<file path="config.mk">
export PLATFORM = sky130hd
export DESIGN_NAME = bounded_ordered_list
export DESIGN_NICKNAME = d
export VERILOG_FILES = /design/src/rtl/core/bol_pkg.sv /design/src/rtl/core/bounded_ordered_list.sv /design/src/rtl/core/bol_cell.sv
export SDC_FILE = /design/constraint.sdc
export NUM_CORES = 2
export LEC_CHECK = 0
export BUFFER_PORTS_ARGS = -buffer_cell sky130_fd_sc_hd__buf_2
export CAP_MARGIN = 25
export CORE_MARGIN = 10
export CORE_UTILIZATION = 30
export CTS_CLUSTER_DIAMETER = 80
export CTS_CLUSTER_SIZE = 8
export DETAILED_ROUTE_END_ITERATION = 6
export HOLD_SLACK_MARGIN = 0.03
export PLACE_DENSITY_LB_ADDON = 0.1
export SLEW_MARGIN = 20
export SYNTH_ARGS = -nofsm -noshare
export SYNTH_HDL_FRONTEND = slang
export SYNTH_SLANG_ARGS = --single-unit
export TNS_END_PERCENT = 50
</file>
<file path="constraint.sdc">
create_clock -name i_clk -period 6.96 [get_ports i_clk]
set_input_delay 1.392 -clock i_clk [delete_from_list [all_inputs] [get_ports i_clk]]
set_output_delay 1.392 -clock i_clk [all_outputs]
set_load 0.005 [all_outputs]
</file>
<file path="src/rtl/core/bol_pkg.sv">
// ----------------------------------------------------------------------------
// bol_pkg
// Shared types and codes for the bounded ordered list: field widths, operation
// and status codes, and the control word broadcast along the cell chain.
// ----------------------------------------------------------------------------
package bol_pkg;

    localparam int DATA_W       = 32;
    localparam int FUNC_W       = 3;
    localparam int STATUS_W     = 3;
    localparam int FILL_W       = 5;
    localparam int CAPACITY_DEF = 16;

    // operation codes on the func field
    localparam logic [FUNC_W-1:0] FUNC_PUSH_FRONT = 3'd0;
    localparam logic [FUNC_W-1:0] FUNC_PUSH_BACK  = 3'd1;
    localparam logic [FUNC_W-1:0] FUNC_INSERT     = 3'd2;
    localparam logic [FUNC_W-1:0] FUNC_DELETE     = 3'd3;
    localparam logic [FUNC_W-1:0] FUNC_READOUT    = 3'd4;

    // result status codes
    localparam logic [STATUS_W-1:0] STATUS_DONE     = 3'd0;
    localparam logic [STATUS_W-1:0] STATUS_FULL     = 3'd1;
    localparam logic [STATUS_W-1:0] STATUS_NOTFOUND = 3'd2;
    localparam logic [STATUS_W-1:0] STATUS_ELEMENT  = 3'd3;
    localparam logic [STATUS_W-1:0] STATUS_EMPTY    = 3'd4;

    // per-cycle command to every cell
    typedef enum logic [2:0] {
        CELL_HOLD,
        CELL_CMP,
        CELL_INS,
        CELL_DEL,
        CELL_ROT
    } t_cell_op;

    typedef struct packed {
        t_cell_op                  op;
        logic [FUNC_W-1:0]         func;
        logic signed [DATA_W-1:0]  value;
    } t_cell_ctl;

endpackage

</file>
<file path="src/rtl/core/bounded_ordered_list.sv">
// ----------------------------------------------------------------------------
// bounded_ordered_list
// Bounded list of signed 32-bit values kept in a chain of cells, with push,
// ordered insert, delete and in-order readout.
// ----------------------------------------------------------------------------
// Usage:
//   Input channel (i_in_valid / o_in_ready) carries func and value; output
//   channel (o_out_valid / i_out_ready) carries status, element, fill, last.
//   Push front, push back, ordered insert and delete give one result each,
//   registered in the update cycle: every cell compares against the value
//   in the transfer cycle itself, and the next cycle resolves the first
//   hit along the chain and shifts. A new item is taken only once the
//   result of the last one is registered and while the receiver keeps up.
//   A readout gives one result per stored element, one a cycle while the
//   receiver keeps up, by rotating the occupied cells left and showing
//   the head cell; after the last element the list is back in its
//   original order. Readout of an empty list gives one empty-list result.
//   Reset empties the list at once (no clearing pass) and drops any pending
//   result. When the receiver stalls, the result register holds, readout
//   rotation pauses, and no new item is accepted.
// ----------------------------------------------------------------------------
module bounded_ordered_list
    import bol_pkg::*;
#(
    parameter int CAPACITY = CAPACITY_DEF
) (
    input  logic                       i_clk,
    input  logic                       i_rst_n,
    input  logic                       i_in_valid,
    output logic                       o_in_ready,
    input  logic [FUNC_W-1:0]          i_func,
    input  logic signed [DATA_W-1:0]   i_value,
    output logic                       o_out_valid,
    input  logic                       i_out_ready,
    output logic [STATUS_W-1:0]        o_status,
    output logic signed [DATA_W-1:0]   o_element,
    output logic [FILL_W-1:0]          o_fill,
    output logic                       o_last
);

    localparam int CNT_W = $clog2(CAPACITY + 1);
    localparam logic [CNT_W-1:0] CAP_CNT = CNT_W'(CAPACITY);

    typedef enum logic [1:0] {
        ST_IDLE,
        ST_CMP,
        ST_READ
    } t_state;

    t_state                   r_state;
    logic [FUNC_W-1:0]        r_func;
    logic signed [DATA_W-1:0] r_value;
    logic [CNT_W-1:0]         r_count;
    logic [CNT_W-1:0]         n_count;
    logic [CNT_W-1:0]         r_rd_idx;
    logic                     r_out_valid;
    logic [STATUS_W-1:0]      r_out_status;
    logic signed [DATA_W-1:0] r_out_element;
    logic [FILL_W-1:0]        r_out_fill;
    logic                     r_out_last;

    t_cell_ctl                ctl;
    logic                     out_free;
    logic                     in_xfer;
    logic                     full;
    logic                     found;
    logic                     rd_last;
    logic [STATUS_W-1:0]      cmp_status;
    logic signed [DATA_W-1:0] cell_val  [CAPACITY];
    logic                     hit_chain [CAPACITY+1];

    assign out_free   = !r_out_valid || i_out_ready;
    assign o_in_ready = (r_state == ST_IDLE) && out_free;
    assign in_xfer    = i_in_valid && o_in_ready;
    assign full       = r_count == CAP_CNT;
    assign found      = hit_chain[CAPACITY];
    assign rd_last    = r_rd_idx == (r_count - CNT_W'(1));

    // command broadcast to the chain
    always_comb begin
        ctl.op    = CELL_HOLD;
        ctl.func  = r_func;
        ctl.value = r_value;
        unique case (r_state)
            ST_IDLE: begin
                ctl.func  = i_func;
                ctl.value = i_value;
                if (in_xfer) ctl.op = CELL_CMP;
            end
            ST_CMP: begin
                if (r_func <= FUNC_INSERT && !full) ctl.op = CELL_INS;
                else if (r_func == FUNC_DELETE) ctl.op = CELL_DEL;
            end
            ST_READ: begin
                if (out_free) ctl.op = CELL_ROT;
            end
            default: ;
        endcase
    end

    // occupancy after the update cycle
    always_comb begin
        n_count = r_count;
        if (ctl.op == CELL_INS) n_count = r_count + CNT_W'(1);
        else if (ctl.op == CELL_DEL && found) n_count = r_count - CNT_W'(1);
    end

    // status of a single-result operation, settled in the update cycle
    always_comb begin
        cmp_status = STATUS_DONE;
        if (r_func <= FUNC_INSERT) begin
            if (full) cmp_status = STATUS_FULL;
        end else if (r_func == FUNC_DELETE) begin
            if (!found) cmp_status = STATUS_NOTFOUND;
        end else if (r_func == FUNC_READOUT) begin
            if (r_count == '0) cmp_status = STATUS_EMPTY;
        end
    end

    // cell chain
    assign hit_chain[0] = 1'b0;
    for (genvar g = 0; g < CAPACITY; g++) begin : g_cell
        bol_cell #(
            .IDX   (g),
            .CNT_W (CNT_W)
        ) u_cell (
            .i_clk       (i_clk),
            .i_ctl       (ctl),
            .i_count     (r_count),
            .i_left_val  (cell_val[(g == 0) ? 0 : g - 1]),
            .i_right_val (cell_val[(g == CAPACITY - 1) ? g : g + 1]),
            .i_head_val  (cell_val[0]),
            .i_before    (hit_chain[g]),
            .o_before    (hit_chain[g + 1]),
            .o_val       (cell_val[g])
        );
    end

    // sequencer and result register
    always_ff @(posedge i_clk) begin
        if (!i_rst_n) begin
            r_state     <= ST_IDLE;
            r_count     <= '0;
            r_rd_idx    <= '0;
            r_out_valid <= 1'b0;
        end else begin
            r_count <= n_count;
            unique case (r_state)
                ST_IDLE: begin
                    if (r_out_valid && i_out_ready) r_out_valid <= 1'b0;
                    if (in_xfer) begin
                        r_func  <= i_func;
                        r_value <= i_value;
                        r_state <= ST_CMP;
                    end
                end
                ST_CMP: begin
                    r_out_status  <= cmp_status;
                    r_out_element <= '0;
                    r_out_fill    <= FILL_W'(n_count);
                    r_out_last    <= 1'b1;
                    if (r_func == FUNC_READOUT && r_count != '0) begin
                        r_rd_idx <= '0;
                        r_state  <= ST_READ;
                    end else begin
                        r_out_valid <= 1'b1;
                        r_state     <= ST_IDLE;
                    end
                end
                ST_READ: begin
                    if (out_free) begin
                        r_out_valid   <= 1'b1;
                        r_out_status  <= STATUS_ELEMENT;
                        r_out_element <= cell_val[0];
                        r_out_fill    <= FILL_W'(r_count);
                        r_out_last    <= rd_last;
                        r_rd_idx      <= r_rd_idx + CNT_W'(1);
                        if (rd_last) r_state <= ST_IDLE;
                    end
                end
                default: r_state <= ST_IDLE;
            endcase
        end
    end

    assign o_out_valid = r_out_valid;
    assign o_status    = r_out_status;
    assign o_element   = r_out_element;
    assign o_fill      = r_out_fill;
    assign o_last      = r_out_last;

`ifndef NO_ASSERTIONS
    a_count_bound: assert property (@(posedge i_clk) disable iff (!i_rst_n)
        r_count <= CAP_CNT)
        else $error("occupancy above capacity");

    a_full_holds: assert property (@(posedge i_clk) disable iff (!i_rst_n)
        (r_state == ST_CMP && r_func <= FUNC_INSERT && full) |=> $stable(r_count))
        else $error("insert into full list changed occupancy");

    a_read_nonempty: assert property (@(posedge i_clk) disable iff (!i_rst_n)
        (r_state == ST_READ) |-> (r_count != '0 && r_rd_idx < r_count))
        else $error("readout index out of range");

    a_element_fill: assert property (@(posedge i_clk) disable iff (!i_rst_n)
        (r_out_valid && r_out_status == STATUS_ELEMENT) |-> (r_count != '0))
        else $error("element result from empty list");
`endif

endmodule

</file>
<file path="src/rtl/core/bol_cell.sv">
// ----------------------------------------------------------------------------
// bol_cell
// One slot of the list. Registers a match flag on compare, then shifts toward
// its neighbors or loads the broadcast value on update; rotates on readout.
// ----------------------------------------------------------------------------
module bol_cell
    import bol_pkg::*;
#(
    parameter int IDX   = 0,
    parameter int CNT_W = 5
) (
    input  logic                     i_clk,
    input  t_cell_ctl                i_ctl,
    input  logic [CNT_W-1:0]         i_count,
    input  logic signed [DATA_W-1:0] i_left_val,
    input  logic signed [DATA_W-1:0] i_right_val,
    input  logic signed [DATA_W-1:0] i_head_val,
    input  logic                     i_before,
    output logic                     o_before,
    output logic signed [DATA_W-1:0] o_val
);

    localparam logic [CNT_W-1:0] MY_IDX  = CNT_W'(IDX);
    localparam logic [CNT_W-1:0] MY_NEXT = CNT_W'(IDX + 1);

    logic signed [DATA_W-1:0] r_val;
    logic                     r_match;
    logic                     valid;
    logic                     is_tail;
    logic                     match_now;

    assign valid   = MY_IDX < i_count;
    assign is_tail = MY_NEXT == i_count;

    // where this cell stands relative to the operation's target slot
    always_comb begin
        case (i_ctl.func)
            FUNC_PUSH_FRONT: match_now = 1'b1;
            FUNC_PUSH_BACK:  match_now = !valid;
            FUNC_INSERT:     match_now = !valid || (r_val > i_ctl.value);
            FUNC_DELETE:     match_now = valid && (r_val == i_ctl.value);
            default:         match_now = 1'b0;
        endcase
    end

    // first-match chain: anything upstream already hit
    assign o_before = i_before | r_match;
    assign o_val    = r_val;

    always_ff @(posedge i_clk) begin
        case (i_ctl.op)
            CELL_CMP: r_match <= match_now;
            CELL_INS: begin
                if (i_before) r_val <= i_left_val;
                else if (r_match) r_val <= i_ctl.value;
            end
            CELL_DEL: begin
                if (i_before || r_match) r_val <= i_right_val;
            end
            CELL_ROT: begin
                if (is_tail) r_val <= i_head_val;
                else if (valid) r_val <= i_right_val;
            end
            default: ;
        endcase
    end

endmodule

</file>
# After elaboration in Yosys (flattened, before gate mapping)

Cells that the tools add are included.

Add/subtract/negate cells: 3
$lt $le $gt $ge: 33
Eq/ne operators: 99
Muxes and demuxes: 143
Bitwise operators: 15
Reduce and logical (&&, ||, !) cells: 100

Operator list:

| operator             | count |
|---|---|
| $mux W32             | 78 |
| $pmux W32 S3         | 15 |
| $eq A32 B32 Y1       | 16 |
| $gt A32 B32 Y1       | 16 |
| $pmux W32 S2         | 2 |
| $ne A3 B1 Y1 const B | 29 |
| $pmux W1 S4          | 16 |
| $reduce_and A4 Y1    | 15 |
| $eq A4 B5 Y1 const A | 8 |
| $lt A4 B5 Y1 const A | 8 |
| $ne A2 B1 Y1 const B | 19 |
| $mux W35             | 1 |
| $logic_or A1 B1 Y1   | 31 |
| $mux W5              | 5 |
| $logic_and A1 B1 Y1  | 22 |
| $mux W3              | 7 |
| $eq A3 B5 Y1 const A | 4 |
| $lt A3 B5 Y1 const A | 4 |
| $pmux W5 S2          | 2 |
| $logic_not A1 Y1     | 18 |
| $eq A3 B2 Y1 const B | 5 |
| $or A1 B1 Y1         | 15 |
| $reduce_and A3 Y1    | 5 |
| $mux W2              | 6 |
| other kinds (28)     | 46 |

Register bits: 617
Bits of input ports: 39
Word-level logic and storage cells: 435

# Logic depth before layout (Yosys ltp)

Depth in word-level cells: 19
Depth in mapped cells: 16
Gate-level depth less buffers: 12

# Cells and area by module

A second synthesis with hierarchy kept.

Cells, all modules: 4,709
Area total of the unflattened synthesis: 48,975.7 µm²

Modules (own cells, without submodules):

| module                        | instances | cells each | area an instance (µm²) |
|---|---|---|---|
| bounded_ordered_list          | 1         | 316        | 4,162.7 |
| bol_cell at g_cell[15].u_cell | 1         | 272        | 2,844.0 |
| bol_cell at g_cell[10].u_cell | 1         | 278        | 2,831.5 |
| bol_cell at g_cell[4].u_cell  | 1         | 274        | 2,830.2 |
| bol_cell at g_cell[9].u_cell  | 1         | 276        | 2,824.0 |
| bol_cell at g_cell[7].u_cell  | 1         | 274        | 2,816.5 |
| bol_cell at g_cell[14].u_cell | 1         | 272        | 2,810.2 |
| bol_cell at g_cell[13].u_cell | 1         | 274        | 2,806.4 |
| bol_cell at g_cell[12].u_cell | 1         | 275        | 2,798.9 |
| bol_cell at g_cell[3].u_cell  | 1         | 273        | 2,793.9 |
| bol_cell at g_cell[0].u_cell  | 1         | 273        | 2,792.7 |
| bol_cell at g_cell[8].u_cell  | 1         | 277        | 2,785.2 |
| bol_cell at g_cell[1].u_cell  | 1         | 274        | 2,783.9 |
| bol_cell at g_cell[2].u_cell  | 1         | 274        | 2,782.7 |
| 3 more rows                   | --        | --         | -- |

# Least setup slack after synthesis

Ideal clock, no wire load.

Path kind: input-to-reg
From: input i_out_ready
To: register g_cell[8].u_cell.r_val[0] (enable)
Arrival time: 5,113 ps
Required time: 6,486 ps
Setup slack: 1,372 ps
Cell stages on the path: 7
Buffers on the path: 2
Path through: nor2b_1 nor2_1 nand4b_1 clkbuf_1 clkbuf_1 nor2_1 a221oi_1

Cells in the longest elaborated chain, start to end: 8
Elaborated cells between the ends (all ways): 14

RTL lines:

| what                                                        | RTL line                   | text |
|---|---|---|
| start, declared                                             | bounded_ordered_list.sv:34 | `input logic i_out_ready,` |
| $logic_or A1 B1 Y1 *                                        | bounded_ordered_list.sv:72 | `assign out_free = !r_out_valid \|\| i_out_ready;` |
| $logic_and A1 B1 Y1                                         | bounded_ordered_list.sv:73 | `assign o_in_ready = (r_state == ST_IDLE) && out_free;` |
| $logic_and A1 B1 Y1                                         | bounded_ordered_list.sv:74 | `assign in_xfer = i_in_valid && o_in_ready;` |
| $mux W1                                                     | bounded_ordered_list.sv:88 | `if (in_xfer) ctl.op = CELL_CMP;` |
| $pmux W3 S3 *                                               | bounded_ordered_list.sv:84 | `unique case (r_state)` |
| $eq A3 B3 Y1 or $eq A3 B2 Y1 (tied branches)                | bol_cell.sv:51             | `case (i_ctl.op)` |
| $ne A3 B1 Y1 (no source line), or another cell as far along | --                         |  |
| $reduce_and A4 Y1 (no source line) *                        | --                         |  |
| end signal, assigned                                        | bol_cell.sv:54             | `if (i_before) r_val <= i_left_val;` |
| end signal, assigned                                        | bol_cell.sv:55             | `else if (r_match) r_val <= i_ctl.value;` |
| end signal, assigned                                        | bol_cell.sv:58             | `if (i_before \|\| r_match) r_val <= i_right_val;` |
| end, declared                                               | bol_cell.sv:26             | `logic signed [DATA_W-1:0] r_val;` |

Every way passes the cells marked *; elsewhere a longest branch is shown, timed or not.
A chain may end at the register's enable or synchronous reset.

# Worst setup path in the final report

From: register r_state[0]
To: register g_cell[3].u_cell.r_match, data pin

Cells in the longest elaborated chain, start to end: 5
Elaborated cells between the ends (all ways): 11

RTL lines:

| what                                                      | RTL line                       | text |
|---|---|---|
| start, declared                                           | bounded_ordered_list.sv:50     | `t_state r_state;` |
| start signal, assigned                                    | bounded_ordered_list.sv:142    | `r_state <= ST_IDLE;` |
| start signal, assigned                                    | bounded_ordered_list.sv:154    | `r_state <= ST_CMP;` |
| start signal, assigned                                    | bounded_ordered_list.sv:164    | `r_state <= ST_READ;` |
| $logic_not A2 Y1 *                                        | bounded_ordered_list.sv:84     |  |
| $mux W35 *                                                | bounded_ordered_list.sv:84     |  |
| $gt A32 B32 Y1 or $eq A32 B32 Y1 (tied branches)          | bol_cell.sv:40, bol_cell.sv:41 |  |
| $logic_or A1 B1 Y1 or $logic_and A1 B1 Y1 (tied branches) | bol_cell.sv:40, bol_cell.sv:41 |  |
| $pmux W1 S4 *                                             | bol_cell.sv:37                 | `case (i_ctl.func)` |
| net g_cell[3].u_cell.match_now                            | bol_cell.sv:30                 | `logic match_now;` |
| end signal, assigned                                      | bol_cell.sv:52                 | `CELL_CMP: r_match <= match_now;` |
| end, declared                                             | bol_cell.sv:27                 | `logic r_match;` |

The timed path passes the listed nets; every way through them passes the cells marked *.

==> impl_metrics.ini <==
[timing]
fin_hold_ws_ns = 0.574
finalCritPeriodShare_pct = 83.4
maxSlewViolCount = 0
setup_viol = 0
relSlewSlack_pct = 31.6
fmax_ghz = 0.172
post-route-min-period_ns = 5.80
skew_ns = 0.0258
fin_ws_ns = 1.16
setup_tns_ns = 0
rsz0062_at_grt = no
tightestPinTransition_ns = 1.02
final_hold_viol_count = 0

[cts]
root_buffer = clkbuf_16
cts.sinks = 617
cts_made_buffers = 91
hold_buffers = 0
cts_tree = built
post_cts_resized = 0
cts_buffer_depth = 3
postCtsSetupRepairBufs = 0
clk_latency_ns = 0.71
cts_max_level = 3
cts.clk_slew.worst_paths_ns = 0.05

[place]
io_buffers = 81
dp_slack_ns = 1.07
place_hpwl_mm = 135
place.gp.congestion = 0.928
dpl_cell_area_um2 = 47700

[synth]
synth_warnings = 0
synth_top_family_by_area = compound AO/OA/AOI/OAI gates
muxShareOfSynthArea_pct = 1.15
synth_seq_cells = 617
synth_cell_types = 83
synthesis.nets = 5176
synthCells = 4646
synth_edf_count = 604
synthAdderAreaFrac_pct = 14.0
synth_xor_area_share_pct = 0.989
ys_seq_area_share_pct = 41.6
synth_top_flop_cell = edfxtp_1
syn_area_per_cell_um2 = 9.53
syn-cell-area_um2 = 44300
yosys.area_share.simple_pct = 11.8
synth_compound_gate_area_share_pct = 26.5
async_flop_share_pct = 0

[drt]
drt_wl_total_mm = 184
drc_errors = 0
routed-via-count = 38100
detail-route-antenna-nets = 0
drt-vias-per-instance = 5.82
drt-initial-drc-count = 3787
first_pass_iters = 5
wl_per_cell_um = 28.0

[floorplan]
die_w_um = 404
die_h_um = 404
core_um2 = 146000
ioPinCount = 82
start_util_pct = 30.3
dieArea_um2 = 163000
row_count = 140

[grt]
globalRouteOverflowTotal = 0
grt_pass1_wl_mm = 268
first_global_vias = 37300
antenna_found_initial = 3
grt_max_degree = 69
grt_util_all_layers_pct = 21.8

[power]
p_sw_mw = 3.47
power_mw = 11.0
p_comb_share_pct = 19.9
leakagePower_nw = 17.4
power.clock.fraction_pct = 38.7
power.density_nw_per_um2 = 218
p_sw_share_pct = 31.7
power.internal_mw = 7.49
seqPwrFrac_pct = 41.3
peakVddDrop_v = 0.000174

[finish]
antenna_cells = 0
nets = 5125
fin_area_um2 = 50200
syn_to_final_growth_pct = 13.5
fill_cells = 15000
multi_input_area_um2 = 25000
layout-drive-gt1-share_pct = 10.5
regArea_um2 = 18400

[worst_setup_path]
worstPathCellList = inv_1, ha_4, mux2i_4, buf_4, ha_1, nand4_1, or4_1, or4_1, a311oi_1, or3_1, mux2i_1, a21oi_1
cp_max_fo = 32
crit_path_frequent_cell = or4_1
cpPeakStageDelay_ns = 0.84
crit_type = register to register
worst_setup_path_end_kind = register
startpoint_type = register
cp.arrival_ns = 6.25
slowest_stage = or4_1
worst-path-buf-inv = 2
worstPathRequired_ns = 7.41
crit_family = simple AND/OR/NAND/NOR gates

[hold_path]
hold_class = register to register

[outcome]
status = completed

[job]
cap_violations = 0
## power groups by stage
stage	combinational, mW	clock, mW	sequential (mW)
4_1_cts	2.18	4.34	4.53
3_3_place_gp	2.15	0	4.60
3_5_place_dp	2.18	0	4.60
2_1_floorplan	1.34	0	4.50
6_report	2.19	4.24	4.53
5_1_grt	2.42	4.47	4.55
## final cells by class
cell class | count | area share (%)
multi-input combinational | 3588 | 49.7
timing repair buffer | 243 | 3.53
clock buffer | 112 | 4.69
sequential | 617 | 36.6
inverter | 54 | 0.404
tap | 1917 | 4.78
clock inverter | 16 | 0.289
## path summary, 6_finish.rpt
kind,from,end,slack (ns),depth (start not counted)
max,r_state[0]$_SDFFE_PN0P_,g_cell[3].u_cell.r_match$_DFFE_PN_,1.16,12
min,r_rd_idx[4]$_SDFFE_PN0P_,r_rd_idx[4]$_SDFFE_PN0P_,0.57,2
max reg2reg,r_state[0]$_SDFFE_PN0P_,g_cell[3].u_cell.r_match$_DFFE_PN_,1.16,12
min reg2reg,r_rd_idx[4]$_SDFFE_PN0P_,r_rd_idx[4]$_SDFFE_PN0P_,0.57,2
## cells in the final DEF, fill, tap and decap left out, drive strengths merged, types with 47 or more instances in the layout
cell type  instances
a211oi            97
a21o              87
a21oi            320
a221o             99
a22oi            357
and2              47
buf              243
clkbuf           112
edfxtp           604
ha               491
inv               58
nand2            418
nand4             84
nor2             336
nor3              77
o21ai            753
## tightest hold or removal path, stage by stage, from the launching register on
cell,delay [ns]
dfxtp_1,0.37
xor2_1,0.08
nor2_1,0.09
## routing by layer
layer / GRT usage (%) / part of all wire [%]
met1: 29.6 / 45
met2: 35.3 / 46
met3: 3.09 / 5.7
met4: 7.78 / 3.5
met5: 0 / 0
## cells by family after synthesis
family	count (synthesis)
buffers and inverters	441
AND/OR/NAND/NOR	1133
XOR/XNOR	50
AO/OA/AOI/OAI	1860
adder cells (fa/ha/maj)	496
flip-flops	617
multiplexers	49
## per-stage QoR
| step | cells | utilization (%) |
|---|---|---|
| after global routing | 6547 | 34.4 |
| after detailed placement | 6417 | 32.7 |
| after global placement | 6413 | 32.6 |
| final | 6547 | 34.4 |
| after floorplan | 4646 | - |
| after CTS | 6545 | 34.4 |
## synthesized netlist by cell type, drive strengths merged (6+ instances only)
master	number	area, um2
clkbuf	309	1160
and3	8	50.1
nand3	39	195
a22oi	357	2680
inv	54	203
dfxtp	13	260
a211oi	97	828
a21oi	320	1600
o22ai	10	62.6
o211ai	16	120
edfxtp	604	18100
o21ai	753	3770
o21a	11	82.6
buf	78	417
a21o	87	653
and4	24	210
or3	12	75.1
a2111oi	7	61.3
nor2b	20	125
a221oi	16	140
a31oi	13	81.3
xnor2	39	342
ha	491	6140
o2111ai	6	52.6
mux2i	44	453
xor2	11	96.3
nand2b	14	87.6
or4	12	90.1
nor2	336	1270
o31ai	9	67.6
nand2	418	1570
or2	7	43.8
nor3	77	385
and2	47	294
a221o	99	991
o221ai	7	61.3
nor4	16	121
nand4	84	526
nor4b	6	73.8
a21boi	7	52.6
## sequential cells by signal, indices dropped and copies added (netlist names), 2 cells and up
name                   cells
g_cell.u_cell.o_val      512
g_cell.u_cell.r_match     16
o_element                 32
o_fill                     5
o_status                   3
r_count                    5
r_func                     3
r_rd_idx                   5
r_state                    2
r_value                   32
Power figures use the tool's default switching activity.
